[src/sv/lbfm_pkg.sv]
// ----------------------------------------------------------------------------
// lbfm_pkg
// shared constants, codes and types of the lru buffer frame manager
// ----------------------------------------------------------------------------
package lbfm_pkg;

  localparam int unsigned FramesDef  = 16;
  localparam int unsigned DescsDef   = 8;
  localparam int unsigned MaxResults = 16;

  localparam int unsigned OpW    = 2;
  localparam int unsigned DescW  = 3;
  localparam int unsigned FileW  = 8;
  localparam int unsigned BlockW = 13;
  localparam int unsigned StatW  = 3;
  localparam int unsigned FrameW = 4;
  localparam int unsigned PinW   = 8;
  localparam int unsigned StampW = 32;

  localparam logic [OpW-1:0] OP_FETCH   = 2'd0;
  localparam logic [OpW-1:0] OP_UNPIN   = 2'd1;
  localparam logic [OpW-1:0] OP_DISPOSE = 2'd2;
  localparam logic [OpW-1:0] OP_CLOSE   = 2'd3;

  localparam logic [StatW-1:0] ST_OK         = 3'd0;
  localparam logic [StatW-1:0] ST_NO_SPACE   = 3'd1;
  localparam logic [StatW-1:0] ST_PINNED     = 3'd2;
  localparam logic [StatW-1:0] ST_NOT_BUF    = 3'd3;
  localparam logic [StatW-1:0] ST_NOT_PINNED = 3'd4;

  localparam logic [PinW-1:0] PinMax = '1;

  typedef struct packed {
    logic              used;
    logic [FileW-1:0]  file;
    logic [BlockW-1:0] block;
    logic              dirty;
    logic [PinW-1:0]   ptot;
    logic [StampW-1:0] stamp;
  } entry_t;

  typedef struct packed {
    logic match;
    logic free;
    logic victim;
    logic close_ok;
  } cmp_t;

  typedef struct packed {
    logic [StatW-1:0]  status;
    logic [FrameW-1:0] frame;
    logic              hit;
    logic              writeback;
    logic [FileW-1:0]  wb_file;
    logic [BlockW-1:0] wb_block;
    logic              last;
  } rsp_t;

endpackage

[src/sv/lbfm_req_if.sv]
// ----------------------------------------------------------------------------
// lbfm_req_if
// request channel: valid/ready handshake with one request per transaction
// ----------------------------------------------------------------------------
interface lbfm_req_if;
  import lbfm_pkg::*;

  logic              valid;
  logic              ready;
  logic [OpW-1:0]    operation;
  logic [DescW-1:0]  desc;
  logic [FileW-1:0]  file_id;
  logic [BlockW-1:0] block;
  logic              dirty;
  logic              last_open;

  modport source (output valid, operation, desc, file_id, block, dirty, last_open,
                  input ready);
  modport sink (input valid, operation, desc, file_id, block, dirty, last_open,
                output ready);
endinterface

[src/sv/lbfm_rsp_if.sv]
// ----------------------------------------------------------------------------
// lbfm_rsp_if
// response channel: valid/ready handshake with one result per transaction
// ----------------------------------------------------------------------------
interface lbfm_rsp_if;
  import lbfm_pkg::*;

  logic              valid;
  logic              ready;
  logic [StatW-1:0]  status;
  logic [FrameW-1:0] frame;
  logic              hit;
  logic              writeback;
  logic [FileW-1:0]  wb_file;
  logic [BlockW-1:0] wb_block;
  logic              last;

  modport source (output valid, status, frame, hit, writeback, wb_file, wb_block,
                  last, input ready);
  modport sink (input valid, status, frame, hit, writeback, wb_file, wb_block,
                last, output ready);
endinterface

[src/sv/lru_buffer_frame_manager.sv]
// ----------------------------------------------------------------------------
// lru_buffer_frame_manager
// buffer pool of tagged frames with pin counts and lru replacement
// ----------------------------------------------------------------------------
// usage:
//   req_i carries one request per transaction: fetch, unpin, dispose or close
//   for a descriptor, file id and block. rsp_o returns results; each request
//   gives one result, except a last close that reports one result per dirty
//   frame it writes back (at most 16, or one if none), last marking the final one.
// sequencing:
//   a request scans every frame through one shared compare unit, one frame a
//   cycle, then reads the pin count ram and executes. a last close adds a
//   second sweep over the frames, which holds while a result waits to be
//   taken. req_i.ready is high only while no request is in work.
// reset:
//   all frames come up free, pin counts read zero, the stamp clock is zero.
//   no clearing pass is needed, requests are taken right after reset.
// stall:
//   results sit in an output register; while it is full and rsp_o.ready is low the
//   block holds before writing the next result, and a new request is accepted as
//   soon as the previous one has handed its last result to the register.
// ----------------------------------------------------------------------------
module lru_buffer_frame_manager #(
  parameter int unsigned FRAMES = lbfm_pkg::FramesDef,
  parameter int unsigned DESCS  = lbfm_pkg::DescsDef
) (
  input  logic     clk_i,
  input  logic     rst_ni,
  lbfm_req_if.sink   req_i,
  lbfm_rsp_if.source rsp_o
);
  import lbfm_pkg::*;

  localparam int unsigned FW = $clog2(FRAMES);
  localparam int unsigned DW = (DESCS > 1) ? $clog2(DESCS) : 1;
  localparam int unsigned AW = DW + FW;
  localparam int unsigned NW = $clog2(MaxResults + 1);
  localparam logic [FW-1:0] LastFrame = FW'(FRAMES - 1);

  // sequencer codes
  localparam logic [2:0] S_IDLE  = 3'd0;
  localparam logic [2:0] S_SCAN  = 3'd1;
  localparam logic [2:0] S_SCAN2 = 3'd2;
  localparam logic [2:0] S_EXEC  = 3'd3;
  localparam logic [2:0] S_CLOSE = 3'd4;
  localparam logic [2:0] S_CFIN  = 3'd5;

  // descriptor folded into range by repeated subtraction
  function automatic logic [DW-1:0] desc_fold(input logic [DescW-1:0] din);
    logic [DescW-1:0] x;
    x = din;
    for (int i = 0; i < 8; i++) begin
      if (int'(x) >= DESCS) begin
        x = x - DescW'(DESCS);
      end
    end
    return DW'(x);
  endfunction

  logic [2:0] state_q;

  // latched request
  logic [OpW-1:0]    op_q;
  logic [DW-1:0]     d_q;
  logic [FileW-1:0]  rq_file_q;
  logic [BlockW-1:0] rq_block_q;
  logic              rq_dirty_q;
  logic              rq_lopen_q;

  // scan results
  logic [FW-1:0]     k_q;
  logic              found_q;
  logic [FW-1:0]     fidx_q;
  logic              free_q;
  logic [FW-1:0]     fridx_q;
  logic              vic_q;
  logic [FW-1:0]     vidx_q;
  logic [StampW-1:0] bstamp_q;
  logic              anypin_q;
  logic              pdv_q;
  logic [FW-1:0]     sel_q;

  // close sweep
  logic [NW-1:0]     n_q;
  logic              pend_v_q;
  logic [FW-1:0]     pend_frame_q;
  logic [FileW-1:0]  pend_file_q;
  logic [BlockW-1:0] pend_block_q;

  // frame table
  logic [FRAMES-1:0] used_q;
  logic [FileW-1:0]  file_a_q  [FRAMES];
  logic [BlockW-1:0] block_a_q [FRAMES];
  logic              dirty_a_q [FRAMES];
  logic [PinW-1:0]   ptot_a_q  [FRAMES];
  logic [StampW-1:0] stamp_a_q [FRAMES];
  logic [StampW-1:0] clock_q;

  // output register
  logic out_v_q;
  rsp_t out_q;

  logic [FW-1:0]     ridx;
  entry_t            entry;
  cmp_t              cmp;
  logic [FW-1:0]     sel_c;
  logic [StampW-1:0] ns;
  logic [PinW-1:0]   pin;
  logic              slot_free;
  logic              ent_we;
  entry_t            ent_d;
  logic              clk_we;
  logic              ram_rd;
  logic [AW-1:0]     ram_raddr;
  logic              ram_we;
  logic [PinW-1:0]   ram_wdata;
  logic              ram_clr;
  logic              emit;
  rsp_t              emit_d;
  logic              take;
  logic              stall;

  // single shared read port on the frame table
  assign ridx = (state_q == S_SCAN || state_q == S_CLOSE) ? k_q : sel_q;

  assign entry.used  = used_q[ridx];
  assign entry.file  = file_a_q[ridx];
  assign entry.block = block_a_q[ridx];
  assign entry.dirty = dirty_a_q[ridx];
  assign entry.ptot  = ptot_a_q[ridx];
  assign entry.stamp = stamp_a_q[ridx];

  lbfm_frame_cmp u_cmp (
    .entry_i      (entry),
    .file_i       (rq_file_q),
    .block_i      (rq_block_q),
    .best_stamp_i (bstamp_q),
    .have_victim_i(vic_q),
    .cmp_o        (cmp)
  );

  lbfm_pin_ram #(
    .FRAMES(FRAMES),
    .DESCS (DESCS)
  ) u_pins (
    .clk_i      (clk_i),
    .rst_ni     (rst_ni),
    .rd_en_i    (ram_rd),
    .rd_addr_i  (ram_raddr),
    .rd_data_o  (pin),
    .we_i       (ram_we),
    .wr_addr_i  ({d_q, sel_q}),
    .wr_data_i  (ram_wdata),
    .clr_en_i   (ram_clr),
    .clr_frame_i(sel_q)
  );

  // hit frame, else lowest free frame, else lru victim
  assign sel_c = (op_q != OP_FETCH || found_q) ? fidx_q :
                 free_q ? fridx_q : vidx_q;

  // saturating stamp clock
  assign ns = (clock_q == '1) ? clock_q : clock_q + StampW'(1);

  assign slot_free = !out_v_q || rsp_o.ready;

  always_comb begin
    ent_we    = 1'b0;
    ent_d     = entry;
    clk_we    = 1'b0;
    ram_rd    = 1'b0;
    ram_raddr = {d_q, k_q};
    ram_we    = 1'b0;
    ram_wdata = pin;
    ram_clr   = 1'b0;
    emit      = 1'b0;
    emit_d    = '0;
    emit_d.last = 1'b1;
    take      = 1'b0;
    stall     = 1'b0;
    unique case (state_q)
      S_SCAN: begin
        ram_rd = 1'b1;
      end
      S_SCAN2: begin
        ram_rd    = 1'b1;
        ram_raddr = {d_q, sel_c};
      end
      S_EXEC: begin
        if (slot_free) begin
          emit = 1'b1;
          unique case (op_q)
            OP_FETCH: begin
              if (found_q) begin
                emit_d.frame = FrameW'(sel_q);
                emit_d.hit   = 1'b1;
                if (pin == PinMax || entry.ptot == PinMax) begin
                  emit_d.status = ST_PINNED;
                end else begin
                  emit_d.status = ST_OK;
                  ram_we        = 1'b1;
                  ram_wdata     = pin + PinW'(1);
                  ent_we        = 1'b1;
                  ent_d.ptot    = entry.ptot + PinW'(1);
                  ent_d.stamp   = ns;
                  clk_we        = 1'b1;
                end
              end else if (!free_q && !vic_q) begin
                emit_d.status = ST_NO_SPACE;
              end else begin
                emit_d.status = ST_OK;
                emit_d.frame  = FrameW'(sel_q);
                if (!free_q && entry.dirty) begin
                  emit_d.writeback = 1'b1;
                  emit_d.wb_file   = entry.file;
                  emit_d.wb_block  = entry.block;
                end
                ram_clr     = 1'b1;
                ram_we      = 1'b1;
                ram_wdata   = PinW'(1);
                ent_we      = 1'b1;
                ent_d.used  = 1'b1;
                ent_d.file  = rq_file_q;
                ent_d.block = rq_block_q;
                ent_d.dirty = 1'b0;
                ent_d.ptot  = PinW'(1);
                ent_d.stamp = ns;
                clk_we      = 1'b1;
              end
            end
            OP_UNPIN: begin
              if (!found_q) begin
                emit_d.status = ST_NOT_BUF;
              end else if (pin == '0) begin
                emit_d.status = ST_NOT_PINNED;
                emit_d.frame  = FrameW'(sel_q);
              end else begin
                emit_d.status = ST_OK;
                emit_d.frame  = FrameW'(sel_q);
                ram_we        = 1'b1;
                ram_wdata     = pin - PinW'(1);
                ent_we        = 1'b1;
                ent_d.ptot    = (entry.ptot != '0) ? entry.ptot - PinW'(1) : entry.ptot;
                ent_d.stamp   = ns;
                ent_d.dirty   = entry.dirty | rq_dirty_q;
                clk_we        = 1'b1;
              end
            end
            OP_DISPOSE: begin
              if (!found_q) begin
                emit_d.status = ST_OK;
              end else if (entry.ptot != '0) begin
                emit_d.status = ST_PINNED;
                emit_d.frame  = FrameW'(sel_q);
              end else begin
                emit_d.status = ST_OK;
                emit_d.frame  = FrameW'(sel_q);
                ent_we        = 1'b1;
                ent_d.used    = 1'b0;
                ent_d.dirty   = 1'b0;
              end
            end
            OP_CLOSE: begin
              if (anypin_q) begin
                emit_d.status = ST_PINNED;
              end else if (!rq_lopen_q) begin
                emit_d.status = ST_OK;
              end else begin
                // results come from the sweep
                emit = 1'b0;
              end
            end
            default: emit = 1'b0;
          endcase
        end
      end
      S_CLOSE: begin
        if (cmp.close_ok) begin
          if (entry.dirty && n_q < NW'(MaxResults)) begin
            if (!pend_v_q || slot_free) begin
              // previous writeback is now known not to be the final one
              emit             = pend_v_q;
              emit_d.status    = ST_OK;
              emit_d.frame     = FrameW'(pend_frame_q);
              emit_d.writeback = 1'b1;
              emit_d.wb_file   = pend_file_q;
              emit_d.wb_block  = pend_block_q;
              emit_d.last      = 1'b0;
              take             = 1'b1;
              ent_we           = 1'b1;
              ent_d.used       = 1'b0;
              ent_d.dirty      = 1'b0;
            end else begin
              stall = 1'b1;
            end
          end else if (!entry.dirty) begin
            ent_we      = 1'b1;
            ent_d.used  = 1'b0;
            ent_d.dirty = 1'b0;
          end
        end
      end
      S_CFIN: begin
        if (slot_free) begin
          emit          = 1'b1;
          emit_d.status = ST_OK;
          if (pend_v_q) begin
            emit_d.frame     = FrameW'(pend_frame_q);
            emit_d.writeback = 1'b1;
            emit_d.wb_file   = pend_file_q;
            emit_d.wb_block  = pend_block_q;
          end
        end
      end
      default: ;
    endcase
  end

  // frame payload, no reset needed: only read for frames marked used
  always_ff @(posedge clk_i) begin
    if (ent_we) begin
      file_a_q[ridx]  <= ent_d.file;
      block_a_q[ridx] <= ent_d.block;
      dirty_a_q[ridx] <= ent_d.dirty;
      ptot_a_q[ridx]  <= ent_d.ptot;
      stamp_a_q[ridx] <= ent_d.stamp;
    end
  end

  always_ff @(posedge clk_i) begin
    if (req_i.valid && req_i.ready) begin
      op_q       <= req_i.operation;
      d_q        <= desc_fold(req_i.desc);
      rq_file_q  <= req_i.file_id;
      rq_block_q <= req_i.block;
      rq_dirty_q <= req_i.dirty;
      rq_lopen_q <= req_i.last_open;
    end
    if (emit) begin
      out_q <= emit_d;
    end
    if (state_q == S_SCAN) begin
      if (cmp.match && !found_q) begin
        fidx_q <= k_q;
      end
      if (cmp.free && !free_q) begin
        fridx_q <= k_q;
      end
      if (cmp.victim) begin
        vidx_q   <= k_q;
        bstamp_q <= entry.stamp;
      end
    end
    if (state_q == S_SCAN2) begin
      sel_q <= sel_c;
    end
    if (take) begin
      pend_frame_q <= k_q;
      pend_file_q  <= entry.file;
      pend_block_q <= entry.block;
    end
  end

  always_ff @(posedge clk_i or negedge rst_ni) begin
    if (!rst_ni) begin
      state_q  <= S_IDLE;
      used_q   <= '0;
      clock_q  <= '0;
      out_v_q  <= 1'b0;
      k_q      <= '0;
      found_q  <= 1'b0;
      free_q   <= 1'b0;
      vic_q    <= 1'b0;
      anypin_q <= 1'b0;
      pdv_q    <= 1'b0;
      n_q      <= '0;
      pend_v_q <= 1'b0;
    end else begin
      if (ent_we) begin
        used_q[ridx] <= ent_d.used;
      end
      if (clk_we) begin
        clock_q <= ns;
      end
      if (emit) begin
        out_v_q <= 1'b1;
      end else if (rsp_o.ready) begin
        out_v_q <= 1'b0;
      end
      unique case (state_q)
        S_IDLE: begin
          if (req_i.valid) begin
            state_q  <= S_SCAN;
            k_q      <= '0;
            found_q  <= 1'b0;
            free_q   <= 1'b0;
            vic_q    <= 1'b0;
            anypin_q <= 1'b0;
            pdv_q    <= 1'b0;
          end
        end
        S_SCAN: begin
          if (cmp.match) begin
            found_q <= 1'b1;
          end
          if (cmp.free) begin
            free_q <= 1'b1;
          end
          if (cmp.victim) begin
            vic_q <= 1'b1;
          end
          // pin read data is registered, so it belongs to the previous scan index
          pdv_q <= 1'b1;
          if (pdv_q && pin != '0) begin
            anypin_q <= 1'b1;
          end
          k_q <= k_q + FW'(1);
          if (k_q == LastFrame) begin
            state_q <= S_SCAN2;
          end
        end
        S_SCAN2: begin
          if (pin != '0) begin
            anypin_q <= 1'b1;
          end
          state_q <= S_EXEC;
        end
        S_EXEC: begin
          if (slot_free) begin
            if (op_q == OP_CLOSE && !anypin_q && rq_lopen_q) begin
              state_q  <= S_CLOSE;
              k_q      <= '0;
              n_q      <= '0;
              pend_v_q <= 1'b0;
            end else begin
              state_q <= S_IDLE;
            end
          end
        end
        S_CLOSE: begin
          if (!stall) begin
            if (take) begin
              pend_v_q <= 1'b1;
              n_q      <= n_q + NW'(1);
            end
            k_q <= k_q + FW'(1);
            if (k_q == LastFrame) begin
              state_q <= S_CFIN;
            end
          end
        end
        S_CFIN: begin
          if (slot_free) begin
            state_q <= S_IDLE;
          end
        end
        default: state_q <= S_IDLE;
      endcase
    end
  end

  assign req_i.ready = (state_q == S_IDLE);

  assign rsp_o.valid     = out_v_q;
  assign rsp_o.status    = out_q.status;
  assign rsp_o.frame     = out_q.frame;
  assign rsp_o.hit       = out_q.hit;
  assign rsp_o.writeback = out_q.writeback;
  assign rsp_o.wb_file   = out_q.wb_file;
  assign rsp_o.wb_block  = out_q.wb_block;
  assign rsp_o.last      = out_q.last;
endmodule

[src/sv/lbfm_frame_cmp.sv]
// ----------------------------------------------------------------------------
// lbfm_frame_cmp
// shared compare unit: checks one frame entry against the request per cycle
// ----------------------------------------------------------------------------
module lbfm_frame_cmp (
  input  lbfm_pkg::entry_t                 entry_i,
  input  logic [lbfm_pkg::FileW-1:0]       file_i,
  input  logic [lbfm_pkg::BlockW-1:0]      block_i,
  input  logic [lbfm_pkg::StampW-1:0]      best_stamp_i,
  input  logic                             have_victim_i,
  output lbfm_pkg::cmp_t                   cmp_o
);
  import lbfm_pkg::*;

  logic file_eq;
  logic unpinned;

  assign file_eq  = entry_i.used && (entry_i.file == file_i);
  assign unpinned = (entry_i.ptot == '0);

  assign cmp_o.match    = file_eq && (entry_i.block == block_i);
  assign cmp_o.free     = !entry_i.used;
  // ties go to the later frame
  assign cmp_o.victim   = entry_i.used && unpinned &&
                          (!have_victim_i || (entry_i.stamp <= best_stamp_i));
  assign cmp_o.close_ok = file_eq && unpinned;
endmodule

[src/sv/lbfm_pin_ram.sv]
// ----------------------------------------------------------------------------
// lbfm_pin_ram
// per descriptor and frame pin counts, with a valid bit per entry
// ----------------------------------------------------------------------------
module lbfm_pin_ram #(
  parameter  int unsigned FRAMES = lbfm_pkg::FramesDef,
  parameter  int unsigned DESCS  = lbfm_pkg::DescsDef,
  localparam int unsigned FW     = $clog2(FRAMES),
  localparam int unsigned DW     = (DESCS > 1) ? $clog2(DESCS) : 1,
  localparam int unsigned AW     = DW + FW
) (
  input  logic                      clk_i,
  input  logic                      rst_ni,
  input  logic                      rd_en_i,
  input  logic [AW-1:0]             rd_addr_i,
  output logic [lbfm_pkg::PinW-1:0] rd_data_o,
  input  logic                      we_i,
  input  logic [AW-1:0]             wr_addr_i,
  input  logic [lbfm_pkg::PinW-1:0] wr_data_i,
  input  logic                      clr_en_i,
  input  logic [FW-1:0]             clr_frame_i
);
  import lbfm_pkg::*;

  localparam int unsigned Depth = 1 << AW;

  logic [PinW-1:0]  mem_q [Depth];
  logic [Depth-1:0] val_q;
  logic [PinW-1:0]  rdata_q;
  logic             rval_q;

  always_ff @(posedge clk_i) begin
    if (we_i) begin
      mem_q[wr_addr_i] <= wr_data_i;
    end
    if (rd_en_i) begin
      rdata_q <= mem_q[rd_addr_i];
    end
  end

  // entries never written since reset or since their frame was reloaded read as zero
  always_ff @(posedge clk_i or negedge rst_ni) begin
    if (!rst_ni) begin
      val_q  <= '0;
      rval_q <= 1'b0;
    end else begin
      if (rd_en_i) begin
        rval_q <= val_q[rd_addr_i];
      end
      if (clr_en_i) begin
        for (int i = 0; i < Depth; i++) begin
          if (FW'(i) == clr_frame_i) begin
            val_q[i] <= 1'b0;
          end
        end
      end
      if (we_i) begin
        val_q[wr_addr_i] <= 1'b1;
      end
    end
  end

  assign rd_data_o = rval_q ? rdata_q : '0;
endmodule
[src/flat_wrapper.sv]
// flat-port wrapper written by rule: the top's interface ports become plain ports
module lru_buffer_frame_manager_flat import lbfm_pkg::*;
#(
  parameter int unsigned FRAMES = lbfm_pkg::FramesDef,
  parameter int unsigned DESCS  = lbfm_pkg::DescsDef
)
  (clk_i, rst_ni, req_i_valid, req_i_operation, req_i_desc, req_i_file_id, req_i_block, req_i_dirty, req_i_last_open, req_i_ready, rsp_o_valid, rsp_o_status, rsp_o_frame, rsp_o_hit, rsp_o_writeback, rsp_o_wb_file, rsp_o_wb_block, rsp_o_last, rsp_o_ready);
  lbfm_req_if req_i_i ();
  lbfm_rsp_if rsp_o_i ();
  input  logic clk_i;
  input  logic rst_ni;
  input wire logic [$bits(req_i_i.valid)-1:0] req_i_valid;
  input wire logic [$bits(req_i_i.operation)-1:0] req_i_operation;
  input wire logic [$bits(req_i_i.desc)-1:0] req_i_desc;
  input wire logic [$bits(req_i_i.file_id)-1:0] req_i_file_id;
  input wire logic [$bits(req_i_i.block)-1:0] req_i_block;
  input wire logic [$bits(req_i_i.dirty)-1:0] req_i_dirty;
  input wire logic [$bits(req_i_i.last_open)-1:0] req_i_last_open;
  output wire logic [$bits(req_i_i.ready)-1:0] req_i_ready;
  output wire logic [$bits(rsp_o_i.valid)-1:0] rsp_o_valid;
  output wire logic [$bits(rsp_o_i.status)-1:0] rsp_o_status;
  output wire logic [$bits(rsp_o_i.frame)-1:0] rsp_o_frame;
  output wire logic [$bits(rsp_o_i.hit)-1:0] rsp_o_hit;
  output wire logic [$bits(rsp_o_i.writeback)-1:0] rsp_o_writeback;
  output wire logic [$bits(rsp_o_i.wb_file)-1:0] rsp_o_wb_file;
  output wire logic [$bits(rsp_o_i.wb_block)-1:0] rsp_o_wb_block;
  output wire logic [$bits(rsp_o_i.last)-1:0] rsp_o_last;
  input wire logic [$bits(rsp_o_i.ready)-1:0] rsp_o_ready;
  assign req_i_i.valid = req_i_valid;
  assign req_i_i.operation = req_i_operation;
  assign req_i_i.desc = req_i_desc;
  assign req_i_i.file_id = req_i_file_id;
  assign req_i_i.block = req_i_block;
  assign req_i_i.dirty = req_i_dirty;
  assign req_i_i.last_open = req_i_last_open;
  assign req_i_ready = req_i_i.ready;
  assign rsp_o_valid = rsp_o_i.valid;
  assign rsp_o_status = rsp_o_i.status;
  assign rsp_o_frame = rsp_o_i.frame;
  assign rsp_o_hit = rsp_o_i.hit;
  assign rsp_o_writeback = rsp_o_i.writeback;
  assign rsp_o_wb_file = rsp_o_i.wb_file;
  assign rsp_o_wb_block = rsp_o_i.wb_block;
  assign rsp_o_last = rsp_o_i.last;
  assign rsp_o_i.ready = rsp_o_ready;
  lru_buffer_frame_manager #(.FRAMES(FRAMES), .DESCS(DESCS)) u_core (.clk_i(clk_i), .rst_ni(rst_ni), .req_i(req_i_i), .rsp_o(rsp_o_i));
endmodule
[config.mk]
export PLATFORM = sky130hd
export DESIGN_NAME = lru_buffer_frame_manager_flat
export DESIGN_NICKNAME = d
export VERILOG_FILES = /design/src/sv/lbfm_pkg.sv /design/src/sv/lbfm_req_if.sv /design/src/sv/lbfm_rsp_if.sv /design/src/sv/lru_buffer_frame_manager.sv /design/src/sv/lbfm_frame_cmp.sv /design/src/sv/lbfm_pin_ram.sv /design/src/flat_wrapper.sv
export SDC_FILE = /design/constraint.sdc
export NUM_CORES = 2
export LEC_CHECK = 0
export BUFFER_PORTS_ARGS = -buffer_cell sky130_fd_sc_hd__buf_2
export CORE_UTILIZATION = 50
export DETAILED_ROUTE_END_ITERATION = 12
export PLACE_DENSITY = 0.62
export SYNTH_ARGS = -nofsm -noshare
export SYNTH_HDL_FRONTEND = slang
export SYNTH_SLANG_ARGS = --single-unit
[constraint.sdc]
create_clock -name clk_i -period 11.4 [get_ports clk_i]
set_clock_uncertainty 0.05 [all_clocks]
set_input_delay 1.14 -clock clk_i [delete_from_list [all_inputs] [get_ports clk_i]]
set_output_delay 1.14 -clock clk_i [all_outputs]
set_load 0.02 [all_outputs]
==> impl_metrics.ini <==
[placed_design]
routabilityCongestion = 0.897
io_buffer_count = 64
place_area_um2 = 104000
dpl.hpwl_mm = 157

[global_routing]
grt_pass1_wl_mm = 417
grt_usage_pct = 27.3
gr-total-overflow = 0
first_global_vias = 63300
antenna_found_initial = 5
grt_max_degree = 167

[power]
worst_ir_drop_vdd_mv = 0.306
p_leak_nw = 40.1
cellPowerDensity_nw_per_um2 = 253

[worst_setup_path]
rr_startpoint = u_core.state_q[2]
crit_path_end_kind = register
cp_data_required_time_ps = 12120
startpoint_type = register
cp-startpoint = u_core.state_q[2]
worst-setup-path-type = register to register
crit_fanout = 46
arrival_ps = 8980

[synth]
synth_edf_count = 2156
ys_ff_latch = 2352
synthCells = 7810
syn_nets = 7885
yosysTopAreaCell = edfxtp_1
synth_flop_cell = edfxtp_1
async_reset_ff_share_pct = 8.33
yosysWarningCount = 0
netlist_area_um2 = 100000
synth_area_leaders = edfxtp_1 (65%), nand2_1 (7.3%), dfrtp_1 (4.9%)
synth_top_area_share_pct = 64.5
syn_avg_cell_area_um2 = 12.8
yosysSeqAreaShare_pct = 69.4
ys_types = 98

[timing]
worst_pin_slew_ps = 1400
finalMaxSlewViolations = 0
hold_ws_ps = 135
final-setup-viol-count = 0
rsz0062_at_grt = false
clock.fmax_ghz = 0.121
relSlewSlack_pct = 6.90
setup_tns_ps = 0
period_needed_ps = 8260
final.period_utilization_pct = 72.4
hold_viol = 0

[min_path]
min_path_type = input pin to async pin

[floorplan]
coreArea_um2 = 199000
ios = 65
num_rows = 164
die_area_um2 = 202000
die_w_um = 450
die_h_um = 450
initial_core_util_pct = 50.3

[layout]
final_cell_mix = edfxtp_1 (2156), nand2_1 (1947), nand3_1 (901)
nets = 7891
postLayoutCellArea_um2 = 112000
fill_cells = 16200
layout-drive-gt1-share_pct = 11.8
final_common_cell = edfxtp_1
synthToLayoutAreaGrowth_pct = 11.4

[clock_network]
numClockSinks = 2352
cts_tree = yes
clk_pin_slew_ps = 60
cts-root-buf = clkbuf_16
cts_hold_buf = 0
h-tree-depth = 4
cts_max_path_buffers = 3
cts_resized = 0
cts_buffers = 231
insertion_delay_ps = 900
post_cts_buffers = 0

[drt]
vias = 65900
remaining_drc_errors = 0
wl_per_cell_um = 26.3
wirelength_mm = 281
via_per_inst = 6.17
antenna_left = 0
drt_iter0_drc = 7812
dr.pass1.iters = 6

[run]
maxCapViolations = 0

[outcome]
status = complete, no violations
## through the flow
stage	setup slack [ps]	utilization, %	std cells	total power [mW]
final	3140	56.0	10700	28.3
after floorplan	1610	-	7810	17.6
after detailed placement	3250	52.2	10200	20.7
after global placement	3500	52.2	10200	20.6
after CTS	3230	56.0	10700	28.3
after global routing	2730	56.0	10700	29.5
## cells in the mapped netlist (118+ instances only)
master / instances
mux4_2: 118
nor2_1: 155
a311oi_1: 206
a21o_1: 132
clkbuf_1: 277
edfxtp_1: 2156
nand2_1: 1951
a21oi_1: 125
dfrtp_1: 196
nand3_1: 901
and3_1: 151
nor3_1: 151
## state kept, by name, summed over array words and instances (netlist names), 13 cells and up
register / cells
u_core.u_pins.mem_q: 1024
u_core.stamp_a_q: 512
u_core.block_a_q: 208
u_core.file_a_q: 128
u_core.ptot_a_q: 128
u_core.u_pins.val_q: 128
u_core.bstamp_q: 32
u_core.clock_q: 32
u_core.dirty_a_q: 16
u_core.used_q: 16
u_core.pend_block_q: 13
u_core.rq_block_q: 13
u_core.rsp_o.wb_block: 13
## area by class of cell
| cell class | instances | area [um^2] | share of cell area, % |
|---|---|---|---|
| multi-input cells | 4828 | 28500 | 25.5 |
| inverters | 100 | 375 | 0.336 |
| clock inverters | 150 | 1510 | 1.35 |
| diodes | 4 | 10.0 | 0.00896 |
| well taps | 2656 | 3320 | 2.97 |
| repair buffers | 303 | 2300 | 2.06 |
| clock buffers | 284 | 6060 | 5.42 |
| flip-flops and latches | 2352 | 69700 | 62.3 |
## power by group
| group | internal, mW | switching (mW) |
|---|---|---|
| combinational | 2.38 | 6.70 |
| sequential | 11.3 | 0.182 |
| clock | 4.36 | 3.30 |
| total | 18.1 | 10.2 |
## metal layers
metal | wire length, um | track usage (%)
met5 | 34 | 0
met4 | 10600 | 10.1
met3 | 22100 | 3.98
met2 | 134000 | 43.7
met1 | 114000 | 38.2
## worst paths after layout
| path | to | slack [ps] | depth (start not counted) |
|---|---|---|---|
| max | u_core.used_q[0] | 3140 | 19 |
| min | u_core.used_q[11] | 140 | 1 |
| max reg2reg | u_core.used_q[0] | 3140 | 19 |
| min reg2reg | u_core.u_pins.val_q[97] | 420 | 1 |
| max in group asynchronous | u_core.u_pins.val_q[69] | 8780 | 3 |
| min in group clk_i | u_core.rq_block_q[11] | 370 | 1 |
## logic make-up (layout without fill, tap and decap cells)
kind of cell	Yosys count	count (layout)	synth area share, %
AO/OA/AOI/OAI	941	941	6.82
AND/OR/NAND/NOR	3481	3481	15.3
flip-flops	2352	2352	69.4
buffers and inverters	630	837	2.67
adder cells (fa/ha/maj)	43	43	0.536
multiplexers	268	268	4.38
XOR/XNOR	95	95	0.837
other	0	4	0
## worst max-delay path, cell delays in order, from the launching register on
cell and delay [ps]:
dfrtp_1 680, xor2_1 850, nand3_1 300, nand2_4 410
buf_4 610, mux2_2 410, o22ai_1 150, a211oi_1 200
inv_1 140, ha_1 250, nor4b_1 260, a22oi_1 190
nor3_2 630, nand3_1 190, a21oi_1 260, a31oi_4 60
buf_4 300, nor3_4 860, buf_4 900, mux2_4 350
Note: power is estimated with default switching activity, not from simulation.
